[src/rtl/wfbt_pkg.sv]
// Shared constants, codes and types of the worst-fit boundary tag allocator.
`default_nettype none

package wfbt_pkg;

  localparam int STORE_WORDS_DEF = 1024;
  localparam int TAG_W_DEF       = 12;

  localparam int MODE_W   = 1;
  localparam int REQ_W    = 12;
  localparam int BADDR_W  = 10;
  localparam int STATUS_W = 2;
  localparam int PADDR_W  = 10;
  localparam int FREE_W   = 13;
  localparam int USED_W   = 12;

  localparam logic [MODE_W-1:0] MODE_ALLOC = 1'b0;
  localparam logic [MODE_W-1:0] MODE_FREE  = 1'b1;

  localparam logic [STATUS_W-1:0] ST_OK     = 2'd0;
  localparam logic [STATUS_W-1:0] ST_NOFIT  = 2'd1;
  localparam logic [STATUS_W-1:0] ST_BOUNDS = 2'd2;
  localparam logic [STATUS_W-1:0] ST_DBL    = 2'd3;

  typedef struct packed {
    logic                valid;
    logic [STATUS_W-1:0] status;
    logic [PADDR_W-1:0]  paddr;
    logic [FREE_W-1:0]   free_bytes;
    logic [USED_W-1:0]   used_bytes;
  } res_t;

endpackage

`default_nettype wire

[src/rtl/wfbt_step.sv]
// Shared step unit: tag magnitude, sign and base plus magnitude plus two.
`default_nettype none

module wfbt_step #(
  parameter int STORE_WORDS = wfbt_pkg::STORE_WORDS_DEF
) (
  input  wire logic [$clog2(STORE_WORDS):0]   base,
  input  wire logic [$clog2(STORE_WORDS)+1:0] tag,
  output logic      [$clog2(STORE_WORDS):0]   sum,
  output logic      [$clog2(STORE_WORDS):0]   mag,
  output logic                                neg
);

  localparam int XW = $clog2(STORE_WORDS) + 1;
  localparam int TW = XW + 1;

  logic [TW-1:0] tag_inv;

  assign neg     = tag[TW-1];
  assign tag_inv = TW'(0) - tag;
  assign mag     = neg ? tag_inv[XW-1:0] : tag[XW-1:0];
  assign sum     = base + mag + XW'(2);

endmodule

`default_nettype wire

[src/rtl/wfbt_seq.sv]
// Sequencer and datapath: tag walks, splits, merges and the byte counters.
`default_nettype none

module wfbt_seq #(
  parameter int STORE_WORDS = wfbt_pkg::STORE_WORDS_DEF
) (
  input  wire logic                                clk,
  input  wire logic                                rst_n,
  input  wire logic                                start,
  input  wire logic [wfbt_pkg::MODE_W-1:0]         mode,
  input  wire logic [wfbt_pkg::REQ_W-1:0]          request_bytes,
  input  wire logic [wfbt_pkg::BADDR_W-1:0]        block_address,
  output logic                                     busy,
  output logic                                     we,
  output logic      [$clog2(STORE_WORDS)-1:0]      waddr,
  output logic      [$clog2(STORE_WORDS)+1:0]      wdata,
  output logic      [$clog2(STORE_WORDS)-1:0]      raddr,
  input  wire logic [$clog2(STORE_WORDS)+1:0]      rdata,
  output wfbt_pkg::res_t                           res
);

  localparam int AW   = $clog2(STORE_WORDS);
  localparam int XW   = AW + 1;
  localparam int TW   = AW + 2;
  localparam int NW   = wfbt_pkg::REQ_W - 1;
  localparam int CW   = (XW > NW) ? XW : NW;
  localparam int CNTW = $clog2(STORE_WORDS * 4 + 1);

  localparam logic [XW-1:0] WALK_LIM = XW'(STORE_WORDS - 2);
  localparam logic [XW-1:0] STORE_X  = XW'(STORE_WORDS);

  localparam logic [4:0] S_CLEAR  = 5'd0;
  localparam logic [4:0] S_IDLE   = 5'd1;
  localparam logic [4:0] S_WALK   = 5'd2;
  localparam logic [4:0] S_ADEC   = 5'd3;
  localparam logic [4:0] S_AW1    = 5'd4;
  localparam logic [4:0] S_AW2    = 5'd5;
  localparam logic [4:0] S_AW3    = 5'd6;
  localparam logic [4:0] S_DONE   = 5'd7;
  localparam logic [4:0] S_FCHK   = 5'd8;
  localparam logic [4:0] S_FHDR   = 5'd9;
  localparam logic [4:0] S_FMARK  = 5'd10;
  localparam logic [4:0] S_FMARK2 = 5'd11;
  localparam logic [4:0] S_FPREV  = 5'd12;
  localparam logic [4:0] S_FPREV2 = 5'd13;
  localparam logic [4:0] S_FNRD   = 5'd14;
  localparam logic [4:0] S_FNEXT  = 5'd15;
  localparam logic [4:0] S_FNEXT2 = 5'd16;

  function automatic logic [TW-1:0] neg_tag(input logic [XW-1:0] x);
    return TW'(0) - {1'b0, x};
  endfunction

  logic [4:0]                      state_r, state_nxt;
  logic [AW-1:0]                   clr_r, clr_nxt;
  logic [CNTW-1:0]                 free_r, free_nxt;
  logic [CNTW-1:0]                 used_r, used_nxt;
  logic                            best_vld_r, best_vld_nxt;
  logic [XW-1:0]                   i_r, i_nxt;
  logic [XW-1:0]                   idx_r, idx_nxt;
  logic [XW-1:0]                   size_r, size_nxt;
  logic [XW-1:0]                   best_r, best_nxt;
  logic [XW-1:0]                   bsize_r, bsize_nxt;
  logic [XW-1:0]                   take_r, take_nxt;
  logic [NW-1:0]                   need_r, need_nxt;
  logic [wfbt_pkg::STATUS_W-1:0]   st_r, st_nxt;
  logic [wfbt_pkg::PADDR_W-1:0]    pa_r, pa_nxt;

  logic [XW-1:0]                   step_base, step_sum, step_mag;
  logic                            step_neg;
  logic [wfbt_pkg::REQ_W:0]        req_sum;
  logic [NW-1:0]                   need_raw;
  logic [CW-1:0]                   left;
  logic                            split;
  logic [XW-1:0]                   take;
  logic [XW-1:0]                   foot_addr;
  logic [XW-1:0]                   next_addr;
  logic [XW-1:0]                   rem;
  logic [XW-1:0]                   prev_idx;
  logic                            fits;

  wfbt_step #(.STORE_WORDS(STORE_WORDS)) u_step (
    .base (step_base),
    .tag  (rdata),
    .sum  (step_sum),
    .mag  (step_mag),
    .neg  (step_neg)
  );

  assign step_base = (state_r == S_WALK || state_r == S_FHDR) ? i_r : size_r;
  assign req_sum   = {1'b0, request_bytes} + (wfbt_pkg::REQ_W + 1)'(3);
  assign need_raw  = req_sum[wfbt_pkg::REQ_W:2];
  assign left      = CW'(bsize_r) - CW'(need_r);
  assign split     = left >= CW'(3);
  assign take      = split ? XW'(need_r) : bsize_r;
  assign foot_addr = idx_r + size_r + XW'(1);
  assign next_addr = idx_r + size_r + XW'(2);
  assign rem       = bsize_r - take_r - XW'(2);
  assign prev_idx  = idx_r - step_mag - XW'(2);
  assign fits      = step_neg && (CW'(step_mag) >= CW'(need_r)) &&
                     (!best_vld_r || step_mag > bsize_r);

  always_comb begin
    state_nxt    = state_r;
    clr_nxt      = clr_r;
    free_nxt     = free_r;
    used_nxt     = used_r;
    best_vld_nxt = best_vld_r;
    i_nxt        = i_r;
    idx_nxt      = idx_r;
    size_nxt     = size_r;
    best_nxt     = best_r;
    bsize_nxt    = bsize_r;
    take_nxt     = take_r;
    need_nxt     = need_r;
    st_nxt       = st_r;
    pa_nxt       = pa_r;
    we           = 1'b0;
    waddr        = '0;
    wdata        = '0;
    raddr        = '0;
    unique case (state_r)
      S_CLEAR: begin
        we    = 1'b1;
        waddr = clr_r;
        wdata = (clr_r == '0 || clr_r == AW'(STORE_WORDS - 1)) ?
                neg_tag(WALK_LIM) : '0;
        clr_nxt = clr_r + AW'(1);
        if (clr_r == AW'(STORE_WORDS - 1)) begin
          state_nxt = S_IDLE;
        end
      end
      S_IDLE: begin
        if (start) begin
          pa_nxt = '0;
          st_nxt = wfbt_pkg::ST_OK;
          if (mode == wfbt_pkg::MODE_ALLOC) begin
            need_nxt     = (need_raw == '0) ? NW'(1) : need_raw;
            best_vld_nxt = 1'b0;
            i_nxt        = '0;
            raddr        = '0;
            state_nxt    = S_WALK;
          end else if (block_address == '0 || int'(block_address) > STORE_WORDS) begin
            st_nxt    = wfbt_pkg::ST_BOUNDS;
            state_nxt = S_DONE;
          end else begin
            idx_nxt   = XW'(block_address) - XW'(1);
            raddr     = AW'(block_address - wfbt_pkg::BADDR_W'(1));
            state_nxt = S_FCHK;
          end
        end
      end
      S_WALK: begin
        if (fits) begin
          best_vld_nxt = 1'b1;
          best_nxt     = i_r;
          bsize_nxt    = step_mag;
        end
        i_nxt = step_sum;
        if (step_sum < WALK_LIM) begin
          raddr = step_sum[AW-1:0];
        end else begin
          state_nxt = S_ADEC;
        end
      end
      S_ADEC: begin
        if (!best_vld_r) begin
          st_nxt    = wfbt_pkg::ST_NOFIT;
          state_nxt = S_DONE;
        end else begin
          we       = 1'b1;
          waddr    = best_r[AW-1:0];
          wdata    = {1'b0, take};
          take_nxt = take;
          free_nxt = free_r - CNTW'({take, 2'b00}) - (split ? CNTW'(8) : CNTW'(0));
          used_nxt = used_r + CNTW'({take, 2'b00});
          pa_nxt   = wfbt_pkg::PADDR_W'(best_r + XW'(1));
          state_nxt = S_AW1;
        end
      end
      S_AW1: begin
        we    = 1'b1;
        waddr = AW'(best_r + take_r + XW'(1));
        wdata = {1'b0, take_r};
        state_nxt = (take_r == bsize_r) ? S_DONE : S_AW2;
      end
      S_AW2: begin
        we    = 1'b1;
        waddr = AW'(best_r + take_r + XW'(2));
        wdata = neg_tag(rem);
        state_nxt = S_AW3;
      end
      S_AW3: begin
        we    = 1'b1;
        waddr = AW'(best_r + bsize_r + XW'(1));
        wdata = neg_tag(rem);
        state_nxt = S_DONE;
      end
      S_FCHK: begin
        if (step_neg || rdata == '0) begin
          st_nxt    = wfbt_pkg::ST_DBL;
          state_nxt = S_DONE;
        end else begin
          size_nxt = rdata[XW-1:0];
          i_nxt    = '0;
          if (idx_r == '0) begin
            state_nxt = S_FMARK;
          end else begin
            raddr     = '0;
            state_nxt = S_FHDR;
          end
        end
      end
      S_FHDR: begin
        i_nxt = step_sum;
        if (!(step_sum < WALK_LIM) || step_sum > idx_r) begin
          st_nxt    = wfbt_pkg::ST_BOUNDS;
          state_nxt = S_DONE;
        end else if (step_sum == idx_r) begin
          state_nxt = S_FMARK;
        end else begin
          raddr = step_sum[AW-1:0];
        end
      end
      S_FMARK: begin
        we       = 1'b1;
        waddr    = idx_r[AW-1:0];
        wdata    = neg_tag(size_r);
        used_nxt = used_r - CNTW'({size_r, 2'b00});
        free_nxt = free_r + CNTW'({size_r, 2'b00});
        state_nxt = S_FMARK2;
      end
      S_FMARK2: begin
        we    = 1'b1;
        waddr = foot_addr[AW-1:0];
        wdata = neg_tag(size_r);
        if (idx_r > XW'(2)) begin
          raddr     = AW'(idx_r - XW'(1));
          state_nxt = S_FPREV;
        end else begin
          state_nxt = S_FNRD;
        end
      end
      S_FPREV: begin
        if (step_neg) begin
          we       = 1'b1;
          waddr    = prev_idx[AW-1:0];
          wdata    = neg_tag(step_sum);
          idx_nxt  = prev_idx;
          size_nxt = step_sum;
          free_nxt = free_r + CNTW'(8);
          state_nxt = S_FPREV2;
        end else begin
          state_nxt = S_FNRD;
        end
      end
      S_FPREV2: begin
        we    = 1'b1;
        waddr = foot_addr[AW-1:0];
        wdata = neg_tag(size_r);
        state_nxt = S_FNRD;
      end
      S_FNRD: begin
        if (next_addr < STORE_X) begin
          raddr     = next_addr[AW-1:0];
          state_nxt = S_FNEXT;
        end else begin
          state_nxt = S_DONE;
        end
      end
      S_FNEXT: begin
        if (step_neg) begin
          we       = 1'b1;
          waddr    = idx_r[AW-1:0];
          wdata    = neg_tag(step_sum);
          size_nxt = step_sum;
          free_nxt = free_r + CNTW'(8);
          state_nxt = S_FNEXT2;
        end else begin
          state_nxt = S_DONE;
        end
      end
      S_FNEXT2: begin
        we    = 1'b1;
        waddr = foot_addr[AW-1:0];
        wdata = neg_tag(size_r);
        state_nxt = S_DONE;
      end
      S_DONE: begin
        state_nxt = S_IDLE;
      end
      default: begin
        state_nxt = S_IDLE;
      end
    endcase
  end

  always_ff @(posedge clk) begin
    if (!rst_n) begin
      state_r    <= S_CLEAR;
      clr_r      <= '0;
      free_r     <= CNTW'((STORE_WORDS - 2) * 4);
      used_r     <= '0;
      best_vld_r <= 1'b0;
    end else begin
      state_r    <= state_nxt;
      clr_r      <= clr_nxt;
      free_r     <= free_nxt;
      used_r     <= used_nxt;
      best_vld_r <= best_vld_nxt;
    end
  end

  always_ff @(posedge clk) begin
    i_r     <= i_nxt;
    idx_r   <= idx_nxt;
    size_r  <= size_nxt;
    best_r  <= best_nxt;
    bsize_r <= bsize_nxt;
    take_r  <= take_nxt;
    need_r  <= need_nxt;
    st_r    <= st_nxt;
    pa_r    <= pa_nxt;
  end

  assign busy           = (state_r != S_IDLE);
  assign res.valid      = (state_r == S_DONE);
  assign res.status     = st_r;
  assign res.paddr      = pa_r;
  assign res.free_bytes = wfbt_pkg::FREE_W'(free_r);
  assign res.used_bytes = wfbt_pkg::USED_W'(used_r);

endmodule

`default_nettype wire

[config.mk]
export PLATFORM = sky130hd
export DESIGN_NAME = wfbt_seq
export DESIGN_NICKNAME = d
export VERILOG_FILES = /design/src/rtl/wfbt_pkg.sv /design/src/rtl/wfbt_step.sv /design/src/rtl/wfbt_seq.sv
export SDC_FILE = /design/constraint.sdc
export NUM_CORES = 1
export LEC_CHECK = 0
export ABC_AREA = 1
export BUFFER_PORTS_ARGS = -buffer_cell sky130_fd_sc_hd__buf_2
export CAP_MARGIN = 25
export CORE_ASPECT_RATIO = 1.2
export CORE_MARGIN = 10
export CORE_UTILIZATION = 50
export CTS_BUF_LIST = sky130_fd_sc_hd__clkbuf_4 sky130_fd_sc_hd__clkbuf_8
export DETAILED_ROUTE_END_ITERATION = 10
export GPL_ROUTABILITY_DRIVEN = 0
export PLACE_DENSITY = 0.8
export SETUP_SLACK_MARGIN = 0.05
export SYNTH_ARGS = -nofsm -noshare
export SYNTH_HDL_FRONTEND = slang
export SYNTH_SLANG_ARGS = --single-unit
[constraint.sdc]
create_clock -name clk -period 7.2 [get_ports clk]
set_input_delay 0.36 -clock clk [delete_from_list [all_inputs] [get_ports clk]]
set_output_delay 0.36 -clock clk [all_outputs]
set_load 0.005 [all_outputs]
Yosys cells after proc, flatten, opt, wreduce, memory -nomap -nowiden
Index checks and enable logic that the tools add are counted.
{"block": "word_totals", "register_bits": 130, "wordCells": 201, "output_inout_bits": 72, "inputBits": 38}
{"block": "op_classes", "n_mux": 71, "bitwise": 1, "magnitude_cmp": 7, "n_eq_ne": 35, "reduce_logical": 42, "n_addsub": 31}
{"cell": "$mux 11", "n": 13}
{"cell": "$mux 10", "n": 13}
{"cell": "$pmux 10 s9", "n": 1}
{"cell": "$pmux 5 s15", "n": 1}
{"cell": "$pmux 12 s6", "n": 1}
{"cell": "$add 10x1->10 const B", "n": 5}
{"cell": "$pmux 10 s5", "n": 1}
{"cell": "$pmux 11 s2", "n": 2}
{"cell": "$eq 5x4->1 const B", "n": 8}
{"cell": "$mux 13", "n": 3}
{"cell": "$pmux 13 s3", "n": 1}
{"cell": "$sub 1x11->12 const A", "n": 3}
{"cell": "$pmux 11 s3", "n": 1}
{"cell": "$sub 11x11->11", "n": 3}
{"cell": "$mux 5", "n": 6}
{"cell": "$add 13x13->13", "n": 2}
{"cell": "$pmux 13 s2", "n": 1}
{"cell": "$sub 13x13->13", "n": 2}
{"cell": "$mux 12", "n": 2}
{"cell": "$ne 2x2->1 const B", "n": 12}
{"cell": "$add 11x11->11", "n": 2}
{"cell": "$add 11x2->11 const B", "n": 2}
{"cell": "$eq 11x11->1", "n": 2}
{"cell": "$gt 11x11->1", "n": 2}
{"cell": "48 further kinds", "n": 98}

Depth between registers and ports, before layout
{"block": "logic_depth", "depth_word": 10, "mapped_depth": 37, "depth_no_buf": 37}

Modules after synthesis
A second synthesis with hierarchy kept.
{"block": "unflattened", "cells_unflattened": 2051, "area_unflattened_um2": 14307.5}
{"module": "wfbt_seq", "n_inst": 1, "cells_each": 1918, "seq_area_each_um2": 3423.3, "area_each_um2": 13437.9}
{"module": "wfbt_step", "n_inst": 1, "cells_each": 133, "seq_area_each_um2": 0.0, "area_each_um2": 869.6}

Worst setup path after synthesis
OpenSTA, ideal clock, no wires.
{"block": "synth_timing", "path_kind": "flip-flop to output port", "startpoint": "reg state_r[3]", "endpoint": "out raddr[9]", "n_path_buf": 1, "required_time_ns": 6.840, "stages_incl_launch_ff": 31, "arrival_time_ns": 4.599, "path_slack_ns": 2.241, "path_cell_list": "dfxtp_1 -> inv_2 -> nor2_2 -> nand2_1 -> inv_2 -> nand2_1 -> nand2_4 -> clkbuf_1 -> o21ai_0 -> ha_1 -> ha_1 -> a21oi_1 -> nand2_1 -> nand4_1 -> o211ai_1 -> a21o_1 -> a21oi_1 -> xor2_2 -> inv_1 -> ha_1 -> nand2_1 -> inv_1 -> nand2_1 -> or4_1 -> nand2_1 -> inv_1 -> nor2_2 -> nand3_2 -> nand2_4 -> nand2_1 -> o211ai_1"}
{"block": "synth_between", "elab_chain_len": 10, "word_cells_on_any_way": 18, "cone_classes": "2 x add/sub; 2 x order compare; 6 x eq/ne; 5 x mux; 3 x reduce/logical"}
{"element": "start, declared", "line": "wfbt_seq.sv:54", "text": "logic [4:0] state_r, state_nxt;"}
{"element": "start signal, assigned", "line": "wfbt_seq.sv:306", "text": "state_r <= state_nxt;"}
{"element": "$eq 5x2->1 or $eq 5x4->1 (tied branches)", "line": "wfbt_seq.sv:90", "text": "assign step_base = (state_r == S_WALK || state_r == S_FHDR) ? i_r : size_r;"}
{"element": "$logic_or 1x1->1 *", "line": "wfbt_seq.sv:90"}
{"element": "$mux 11 *", "line": "wfbt_seq.sv:90"}
{"element": "$add 11x11->11 *", "line": "wfbt_step.sv:22", "text": "assign sum = base + mag + XW'(2);"}
{"element": "$add 11x2->11 *", "line": "wfbt_step.sv:22"}
{"element": "via step_sum[10]", "line": "wfbt_seq.sv:69", "text": "logic [XW-1:0] step_base, step_sum, step_mag;"}
{"element": "$lt 11x10->1", "line": "wfbt_seq.sv:160, wfbt_seq.sv:216"}
{"element": "$logic_not 1->1", "line": "wfbt_seq.sv:216", "text": "if (!(step_sum < WALK_LIM) || step_sum > idx_r) begin"}
{"element": "$logic_or 1x1->1", "line": "wfbt_seq.sv:216"}
{"element": "$mux 10", "line": "wfbt_seq.sv:216"}
{"element": "$pmux 10 s5 *", "line": "wfbt_seq.sv:122", "text": "unique case (state_r)"}
{"element": "end, declared", "line": "wfbt_seq.sv:17", "text": "output logic [$clog2(STORE_WORDS)-1:0] raddr,"}
The timed path passes the listed nets; every way through them passes the cells marked *.

Final worst setup path
{"block": "layout_timing", "startpoint": "reg state_r[1]", "endpoint": "out raddr[9]"}
The elaborated chain is that of the path after synthesis.

==> metrics.txt <==
setup ws final=0.551 ns; RSZ-0062 raised after global routing=false; initial antenna violation count=0; Port Buffers=around 110; Multi-input gate area=0.00929 mm2; crit path buf inv count=6; Detail Route Antenna Nets=0; Area Growth Syn to Fin=10.1%; CTS tree=built; max incr delay on CP=about 0.45 ns; Synth Area in Adders=17.2%; setup violators final=0; critical path class=reg2out; CP max stage cell=o31ai_2; synthesized cell area=~0.014 mm2; Reg2Reg Depth=25; gr ovfl total=0; largest family of logic cells by synthesized area=simple AND/OR/NAND/NOR gates; synthesized area per cell=6.86 um2; post-synthesis sequential area ratio=24.1%; CP required=6.84 ns; Worst Setup Start Kind=register; metal2 WL=between 20000 and 25000 um; cell depth of the worst hold path=1; worst hold path class=in2reg; post-synthesis async set-or-reset flop share=0%; post-synthesis mux area share=0.0704%; first-pass GRT wire length=77400 um; FF+latch area=0.00342 mm2; H-tree levels=4; Tcrit/Tclk final=92.4%; met3 routed WL=~5900 um; most frequent cells in the layout=nand2_1 (405), inv_1 (362), nor2_1 (217); max-cap viol count=0; dpl ws=slightly above 1 ns; clk buf depth=2; cts bufs inserted=17; Ports=110; 1st-pass router iterations=8; WP data arrival=6.29 ns; fmax=roughly 150 MHz; Root Buffer=clkbuf_8; P_leak=7.88 nW; DR WL/cell=19.4 um; outcome=finished clean; Initial Util=50.8%; Skew-Pair Late Insertion Delay=0.49 ns; die height=205 um; vias=around 15000; Simple-Gate Fraction of Synth Area=25.4%; Filler Cell Count=2653; total count of max-transition violations in the final report=0; Core Area=0.0280 mm2; Critical Path End Type=primary output; Power Total=3.81 mW; share of layout cells above drive strength 1=9.45%; Die Wd=174 um; die area=roughly 0.036 mm2; pin count of the biggest net entering global routing=24; Clock Sinks=between 100 and 150; peak supply drop=0.171 mV; Routed WL=50100 um; fin crit period=~6.6 ns; Post-Syn Instances=2075; post-detail-place hpwl=40700 um; n_diodes=0; Post-synth EDFFs=88; row count=between 60 and 70; Setup Skew=0.0237 ns; pwr dens=~240 mW/mm2; hold violation count in the final report=0; highest metal layer with signal wires=met4; Reg clk slew, reported paths=~0.080 ns; commonest non-fill, non-tap cell in the layout=nand2_1; All-Layer GR Usage=between 20% and 30%; vias per cell=5.84; Slew @ Worst Pin=between 1 and 1.5 ns; vias in the first global route=14400; post-synthesis xor/xnor area fraction=approximately 6.0%; CP delay by family, top=simple AND/OR/NAND/NOR gates; Slew headroom=a little over a quarter; WP depth=27; yosys warns=0; Hold Buf Count CTS=0; Compound-Gate Fraction of Synth Area=approximately 17%; drt first-iter violations=1897; Metal-1 WL=17700 um; Worst path most repeated cell=inv_1; Most used DFF post-synth=edfxtp_1; Unique masters post-synth=62; Final TNS setup=0 ns; crit path max fanout=19; FF+latch count, synth=around 130; DRC errors left=0; Final #Nets=2416
==> logic make-up (layout without fill, tap and decap cells) <==
kind of cell	Yosys count	after routing
buffers and inverters	403	528
XOR/XNOR	96	96
flip-flops	127	127
AND/OR/NAND/NOR	846	846
adder cells (fa/ha/maj)	190	190
multiplexers	1	1
other	1	2
AO/OA/AOI/OAI	411	411
==> report_power, final <==
part           total (mW)  switching [mW]  leakage (nW)  internal [mW]
logic                2.10            1.43          6.54          0.676
clock network       0.714           0.333         0.216          0.381
registers           0.989          0.0901          1.13          0.899
total                3.81            1.85          7.88           1.96
==> routing by layer <==
layer / GRT usage (%) / vias to the layer above
met2: 44.1 / 963
li1: - / 7126
met1: 30.9 / 6703
met5: 0 / -
met3: 6.39 / 270
met4: 22.8 / 0
==> metrics by stage <==
stage	util [%]	std cells	hold WS (ns)	instance area (um2)
6_report	55.9	2580	0.143	15700
5_1_grt	55.9	2580	0.156	15700
4_1_cts	55.9	2579	0.141	15700
3_5_place_dp	54.4	2547	0.432	15200
3_3_place_gp	54.3	2546	0.432	15200
2_1_floorplan	-	2076	0.421	14200
==> state kept, by name, summed over array words and instances (netlist names), 5 cells and up <==
signal   cells
need_r      11
best_r      10
i_r         11
take_r      11
idx_r       11
bsize_r     11
clr_r       10
pa_r        10
size_r      11
state_r      5
free_r      13
used_r      10
==> cell type report <==
class                      instances  area share (%)
multi-input combinational       1546            59.3
sequential                       127            21.9
inverter                         376            9.01
timing repair buffer             120            4.07
tap                              379            3.03
clock buffer                      18            1.54
clock inverter                    14            1.21
==> worst paths after layout <==
path | start | end | slack, ns
worst max-delay path | state_r[1]$_SDFFE_PN0P_ | raddr[9] | 0.55
worst max register to register | state_r[1]$_SDFFE_PN0P_ | state_r[0]$_SDFFE_PN0P_ | 1.23
worst min register to register | i_r[6]$_SDFFCE_PP0P_ | best_r[6]$_DFFE_PP_ | 0.45
worst min-delay path | rdata[0] | bsize_r[0]$_DFFE_PP_ | 0.14
==> what timing repair did <==
action,CTS,global route
resized for setup,0,1
endpoints found under the setup margin,0,7
buffers inserted,0,0
==> synth_stat cells, drive strengths merged (18+ instances only) <==
cell type,count,area (um2)
nand2,411,1570
clkbuf,21,78.8
dfxtp,39,781
or2,23,144
nand3,105,541
nand4,19,119
inv,371,1390
ha,181,2260
a21oi,141,706
nor3,41,215
nor2,228,893
edfxtp,88,2640
o21ai,168,860
xor2,68,603
o2111ai,18,158
xnor2,28,245
No activity file was read; power rests on OpenSTA's default activity.
